===== config.mk =====
export PLATFORM = sky130hd
export DESIGN_NAME = zma_divider
export DESIGN_NICKNAME = d
export VERILOG_FILES = /design/src/rtl/core/zma_pkg.sv /design/src/rtl/core/zma_divider.sv
export SDC_FILE = /design/constraint.sdc
export NUM_CORES = 1
export LEC_CHECK = 0
export ABC_AREA = 0
export BUFFER_PORTS_ARGS = -buffer_cell sky130_fd_sc_hd__clkbuf_2
export CAP_MARGIN = 15
export CORE_UTILIZATION = 60
export CTS_CLUSTER_SIZE = 40
export DETAILED_ROUTE_END_ITERATION = 10
export GPL_TIMING_DRIVEN = 0
export PLACE_DENSITY_LB_ADDON = 0.05
export REMOVE_ABC_BUFFERS = 1
export SLEW_MARGIN = 20
export SYNTH_ARGS = -nofsm -noshare
export SYNTH_HDL_FRONTEND = slang
export SYNTH_SLANG_ARGS = --single-unit

===== constraint.sdc =====
create_clock -name i_clk -period 3.8 [get_ports i_clk]
set_clock_uncertainty 0.05 [all_clocks]
set_input_delay 0.19 -clock i_clk [delete_from_list [all_inputs] [get_ports i_clk]]
set_output_delay 0.19 -clock i_clk [all_outputs]
set_load 0.05 [all_outputs]

===== src/rtl/core/zma_pkg.sv =====
// Package for the zone motion accumulator.
// Holds frame and field sizes, register reset values, codes and shared types.
// No dependencies; every other file of the block imports it.
`timescale 1ns / 1ps
`default_nettype none

package zma_pkg;

    // Frame geometry and zone count.
    localparam int FRAME_WIDTH  = 640;
    localparam int FRAME_HEIGHT = 480;
    localparam int ZONE_COUNT   = 3;
    localparam int FRAME_PIXELS = FRAME_WIDTH * FRAME_HEIGHT;

    // Counter and address widths derived from the geometry.
    localparam int COL_W  = $clog2(FRAME_WIDTH);
    localparam int ROW_W  = $clog2(FRAME_HEIGHT + 1);
    localparam int ADDR_W = $clog2(FRAME_PIXELS);
    localparam int ZONE_W = (ZONE_COUNT > 1) ? $clog2(ZONE_COUNT) : 1;

    // Field and register widths.
    localparam int GRAY_W     = 8;
    localparam int LEFT_W     = 10;
    localparam int TOP_W      = 9;
    localparam int WIDTH_W    = 10;
    localparam int HEIGHT_W   = 9;
    localparam int THRESH_W   = 16;
    localparam int GOAL_W     = 9;
    localparam int CFG_DATA_W = 16;
    localparam int CFG_IDX_W  = 3;
    localparam int ZONE_IDX_W = 2;

    // Arithmetic widths.
    localparam int SUM_W  = 27;
    localparam int AREA_W = WIDTH_W + HEIGHT_W;
    localparam int FRAC_W = 8;
    localparam int AVG_W  = 16;
    localparam int POS_W  = 17;
    localparam int DIVD_W = SUM_W + FRAC_W;
    localparam int PROD_W = 2 * AVG_W;

    // Division by ten as a multiplication by a reciprocal, exact for 16-bit values.
    localparam logic [AVG_W-1:0] RECIP_TEN   = 16'hCCCD;
    localparam int               RECIP_SHIFT = 19;
    localparam int               DEC_W       = PROD_W - RECIP_SHIFT;

    // Comparison widths for zone membership, one bit of headroom for the right edge.
    localparam int COL_CMP_W = ((COL_W > LEFT_W) ? COL_W : LEFT_W) + 1;
    localparam int ROW_CMP_W = ((ROW_W > TOP_W) ? ROW_W : TOP_W) + 1;

    // Register reset values.
    localparam logic [LEFT_W-1:0]   LEFT_A_RESET    = 10'd50;
    localparam logic [LEFT_W-1:0]   LEFT_B_RESET    = 10'd250;
    localparam logic [LEFT_W-1:0]   LEFT_C_RESET    = 10'd450;
    localparam logic [TOP_W-1:0]    TOP_RESET       = 9'd320;
    localparam logic [WIDTH_W-1:0]  WIDTH_RESET     = 10'd150;
    localparam logic [HEIGHT_W-1:0] HEIGHT_RESET    = 9'd150;
    localparam logic [THRESH_W-1:0] THRESH_RESET    = 16'd1280;
    localparam logic [GOAL_W-1:0]   GOAL_RESET      = 9'd10;
    localparam logic [POS_W-1:0]    POS_RESET       = {TOP_RESET, 8'd0};

    // Configuration register indexes.
    typedef enum logic [CFG_IDX_W-1:0] {
        CFG_LEFT_A    = 3'd0,
        CFG_LEFT_B    = 3'd1,
        CFG_LEFT_C    = 3'd2,
        CFG_TOP       = 3'd3,
        CFG_WIDTH     = 3'd4,
        CFG_HEIGHT    = 3'd5,
        CFG_THRESHOLD = 3'd6,
        CFG_GOAL      = 3'd7
    } t_cfg_idx;

    // Zone geometry handed to the pixel path.
    typedef struct packed {
        logic [ZONE_COUNT-1:0][LEFT_W-1:0] left;
        logic [TOP_W-1:0]                  top;
        logic [WIDTH_W-1:0]                width;
        logic [HEIGHT_W-1:0]               height;
    } t_zone_cfg;

    // Sequencer commands to the pixel path.
    typedef struct packed {
        logic              process;
        logic [GRAY_W-1:0] gray;
        logic              frame_end;
        logic              sum_clr;
    } t_pix_ctrl;

    // Pixel path status back to the sequencer.
    typedef struct packed {
        logic                             clear_busy;
        logic [ZONE_COUNT-1:0][SUM_W-1:0] sums;
    } t_pix_stat;

    // Zone counter to the two-bit result field.
    function automatic logic [ZONE_IDX_W-1:0] zone_idx_field(input logic [ZONE_W-1:0] zone);
        logic [31:0] wide;
        wide = 32'(zone);
        return wide[ZONE_IDX_W-1:0];
    endfunction

endpackage

`default_nettype wire


===== src/rtl/core/zma_divider.sv =====
// Shared restoring divider: Q8.8 mean of a zone sum over the zone area,
// one quotient bit per cycle, saturating at the top of the range. Depends on zma_pkg.
`timescale 1ns / 1ps
`default_nettype none

module zma_divider import zma_pkg::*; (
    input  wire logic              i_clk,
    input  wire logic              i_rst_n,
    input  wire logic              i_start,
    input  wire logic [SUM_W-1:0]  i_sum,
    input  wire logic [AREA_W-1:0] i_area,
    output logic                   o_done,
    output logic [AVG_W-1:0]       o_quo
);

    localparam int STEP_W = $clog2(AVG_W);

    logic              r_busy;
    logic              r_done;
    logic [STEP_W-1:0] r_step;
    logic [DIVD_W-1:0] r_rem;
    logic [DIVD_W-1:0] r_div;
    logic [AVG_W-1:0]  r_quo;

    logic [DIVD_W-1:0] dividend;
    logic [DIVD_W-1:0] sat_limit;
    logic              zero_area;
    logic              saturate;
    logic              ge;

    // The mean saturates when it would not fit the quotient width.
    assign dividend  = {i_sum, FRAC_W'(0)};
    assign sat_limit = DIVD_W'(i_area) << AVG_W;
    assign zero_area = (i_area == '0);
    assign saturate  = (dividend >= sat_limit);
    assign ge        = (r_rem >= r_div);

    // Sequencing of the iterations.
    always_ff @(posedge i_clk) begin
        if (!i_rst_n) begin
            r_busy <= 1'b0;
            r_done <= 1'b0;
            r_step <= '0;
        end else begin
            r_done <= 1'b0;
            if (i_start) begin
                if (zero_area || saturate) begin
                    r_done <= 1'b1;
                end else begin
                    r_busy <= 1'b1;
                    r_step <= STEP_W'(AVG_W - 1);
                end
            end else if (r_busy) begin
                r_step <= r_step - 1'b1;
                if (r_step == '0) begin
                    r_busy <= 1'b0;
                    r_done <= 1'b1;
                end
            end
        end
    end

    // Compare, subtract and shift, one quotient bit per cycle.
    always_ff @(posedge i_clk) begin
        if (i_start) begin
            r_rem <= dividend;
            r_div <= DIVD_W'(i_area) << (AVG_W - 1);
            if (zero_area) begin
                r_quo <= '0;
            end else if (saturate) begin
                r_quo <= '1;
            end else begin
                r_quo <= '0;
            end
        end else if (r_busy) begin
            if (ge) begin
                r_rem <= r_rem - r_div;
            end
            r_div <= r_div >> 1;
            r_quo <= {r_quo[AVG_W-2:0], ge};
        end
    end

    assign o_done = r_done;
    assign o_quo  = r_quo;

endmodule

`default_nettype wire


==> impl_summary.txt <==
----------------------------------------------------
[Timing]
  Final Hold Vio Count ... 0
  Time the worst path needs with I/O delays and setup ... approximately 3600 ps
  Max-slew violation count ... 0
  Worst Tran Pin Value ... about 800 ps
  Setup repair after global routing missed its margin ... false
  Final period utilization ... approximately 93%
  Max Clk Rate ... roughly 280 MHz
  Tightest slew margin relative to the limit ... between 40% and 50%
  Setup violators final ... 0

[Setup path]
  Worst Setup End Kind ... flop
  CP Data Arrival Time ... around 3700 ps
  Largest driver fanout on the critical path ... 4
  Critical Path RT ... around 4000 ps
  Critical-path cell list ... inv_1 -> ha_1 -> fa_1 -> nand2b_1 -> a21oi_1 -> o21ai_0 -> a21boi_1 -> a41oi_1 -> o21ai_0 -> a31oi_1 -> o211ai_1
  Max stage delay on crit path ... around 600 ps
  Critical Path Most Common Cell ... sky130_fd_sc_hd__o21ai_0
  Kind of start point of the critical path ... flop
  Cell with the largest stage delay on the worst path ... sky130_fd_sc_hd__o21ai_0
  Type of the worst setup path ... reg -> reg

[Layout]
  End-of-flow core utilization ... about two thirds
  Number of nets in the final layout ... ~840
  Commonest non-fill, non-tap cell in the layout ... sky130_fd_sc_hd__inv_1
  Highest-count cells in the layout ignoring fill and taps ... sky130_fd_sc_hd__inv_1, sky130_fd_sc_hd__clkbuf_2, sky130_fd_sc_hd__edfxtp_1
  Area added between synthesis and finish ... 10.4%
  ANT cells ... 0
  Share of post-route cells with drive strength above 1 ... between 10% and 20%
  Cell area after layout ... a little under 0.007 mm^2

[Placement]
  Cell area reported after detailed placement ... between 0.006 and 0.007 mm^2
  Weighted congestion at the end of routability-driven global placement ... about 0.90
  Number of port buffers ... 65
  Detailed-placement wirelength estimate ... about 11000 um

[Route]
  Vias after detailed routing ... roughly 5300
  WL/cell ... 16.6 um
  Number of nets still failing antenna checks after routing ... 0
  First drt pass iteration count ... 7
  Via density per instance ... 6.03
  Number of design rule violations left after detail routing ... 0
  Routed WL ... about 15000 um
  Number of DRC violations after detailed-routing iteration 0 ... approximately 380

[Synthesis]
  Number of instances in the synthesized netlist ... about 690
  Share of flip-flops with an asynchronous set or reset ... 0%
  Dominant register cell in the synthesized netlist ... sky130_fd_sc_hd__edfxtp_1
  Portion of the post-synthesis area used by sequential elements ... 38.8%
  Synth warnings ... 0
  Yosys top cell area share ... just under 30%
  Number of flops mapped to enable cells by yosys ... 62
  Synthesized area ... about 0.0063 mm^2
  Syn avg cell area ... a little over 9 um^2
  Area contributors post-synth ... sky130_fd_sc_hd__edfxtp_1, sky130_fd_sc_hd__ha_1, sky130_fd_sc_hd__dfxtp_1, sky130_fd_sc_hd__inv_1, sky130_fd_sc_hd__o31ai_1
  Post-synthesis cell type count ... just over 60
  Largest area contributor in the synthesized netlist ... sky130_fd_sc_hd__edfxtp_1
  Flip-flop and latch count after synthesis ... 91

[Min path]
  Worst hold path class ... in -> reg

[Run]
  Count of maximum capacitance violations ... 0

[Clock tree]
  Root cell of the clock tree ... sky130_fd_sc_hd__clkbuf_8
  Sinks on Clock Net ... slightly above 90
  Post-CTS clock slew at the launch and capture registers of the worst setup and hold paths ... roughly 100 ps
  Clock latency at the later pin of the worst-skew pair ... between 300 and 400 ps
  Hold buffers post-CTS ... 0
  Clock tree from TritonCTS ... done
  Number of buffers created by CTS ... 9
  Clk buf depth ... 2
  H-tree depth reported by CTS ... 3

[Die]
  Die Ht ... around 100 um
  Site Rows ... 37
  Core Area ... 0.0102 mm^2
  Floorplan die area ... between 0.01 and 0.015 mm^2
  Die outline width ... roughly 100 um
  I/O Pins ... 66
  Initial cell density of the core ... between 60% and 70%

[GRT]
  Global-route total usage across every layer ... ~28%
  Initial antenna violation count ... 0
  Vias in the first global route ... around 5000
  Total grt overflow ... 0
  Maximum number of pins on one net before global-route repair ... 68
  First-pass GRT wire length ... 24100 um

[Power]
  Leakage ... between 3 and 4 nW
  Overall power after layout ... roughly 0.0032 W
  Worst vdd rail ir drop ... 0.000258 V
  Pwr dens ... approximately 470 mW/mm^2

[Outcome]
  Run status ... completed

----------------------------------------------------
## sequential cells by signal, summed over array words and instances, names as in the netlist
register / count
r_rem: 35
o_quo: 16
r_div: 34
o_done: 1
r_step: 4
r_busy: 1
## area by class of cell
class	count	area, um^2
clock inverters	7	100
flip-flops and latches	91	2440
multi-input cells	489	3430
repair buffers	67	375
inverters	79	297
fillers	863	3290
well taps	136	170
clock buffers	9	124
## power breakdown
part,internal (W),total (W),switching (W)
Clock,0.000375,0.000756,0.000381
Sequential,0.00120,0.00125,0.0000584
Combinational,0.000462,0.00122,0.000762
## cell usage after synthesis (all sizes together) (4+ instances only)
master  count
a211o       4
a211oi      4
a21o       27
a21oi      42
a22o        8
a31oi      10
and2        4
and3       11
buf         8
clkbuf     22
dfxtp      29
edfxtp     62
ha         54
inv        79
mux2i      21
nand2      58
nand2b     10
nand3       7
nand4      10
nor2       43
nor2b       7
nor3        8
nor4        7
o211ai      7
o21a        5
o21ai      43
o31ai      30
xnor2      19
xor2       11
## logic make-up after synthesis
logic type | Yosys count | synth area share (%)
flip-flops | 91 | 38.8
AO/OA/AOI/OAI | 206 | 22.0
buffers and inverters | 109 | 6.80
XOR/XNOR | 30 | 4.18
multiplexers | 21 | 3.34
AND/OR/NAND/NOR | 177 | 13.7
adder cells (fa/ha/maj) | 55 | 11.1
## path summary, 6_finish.rpt
path / start / endpoint / slack [ps] / cells past startpoint
setup / recovery: r_rem[0] / r_rem[28] / 250 / 11
hold / removal: i_rst_n / r_busy / 50 / 2
setup reg to reg: r_rem[0] / r_rem[28] / 250 / 11
hold reg to reg: r_rem[3] / r_rem[3] / 460 / 2
## metrics by stage
stage / worst slack, ps / instances / hold slack (ps) / TNS, ps
after floorplan: 446 / 659 / 212 / 0
after global placement: -393 / 860 / 421 / -18590
after detailed placement: -8.14 / 862 / 434 / -8.14
after CTS: 70.7 / 878 / 33.6 / 0
after global routing: 55.0 / 878 / 47.8 / 0
final: 250 / 878 / 51.3 / 0
## what timing repair did
action / 4_1_cts / 5_1_grt
resized for setup: 1 / 1
setup buffers: 0 / 0
cloned: 0 / 0
hold endpoints to repair: 0 / 0
endpoints found under the setup margin: 2 / 27
## worst max-delay path: cells and delay by family, from the launching register on
kind                     cells  cell delay (ps)
flip-flops                   1              330
adder cells (fa/ha/maj)      2              600
AND/OR/NAND/NOR              1              180
buffers and inverters        1               40
AO/OA/AOI/OAI                7             2170
## layer usage
metal / global-route usage [%] / vias up / part of all wire [%]
met4: 9.08 / 0 / 1.7
met1: 38.5 / 2486 / 47
met2: 44.6 / 176 / 45
met3: 4.57 / 27 / 6.0
li1: - / 2608 / -
met5: 0 / - / 0
Power figures use the tool's default switching activity.
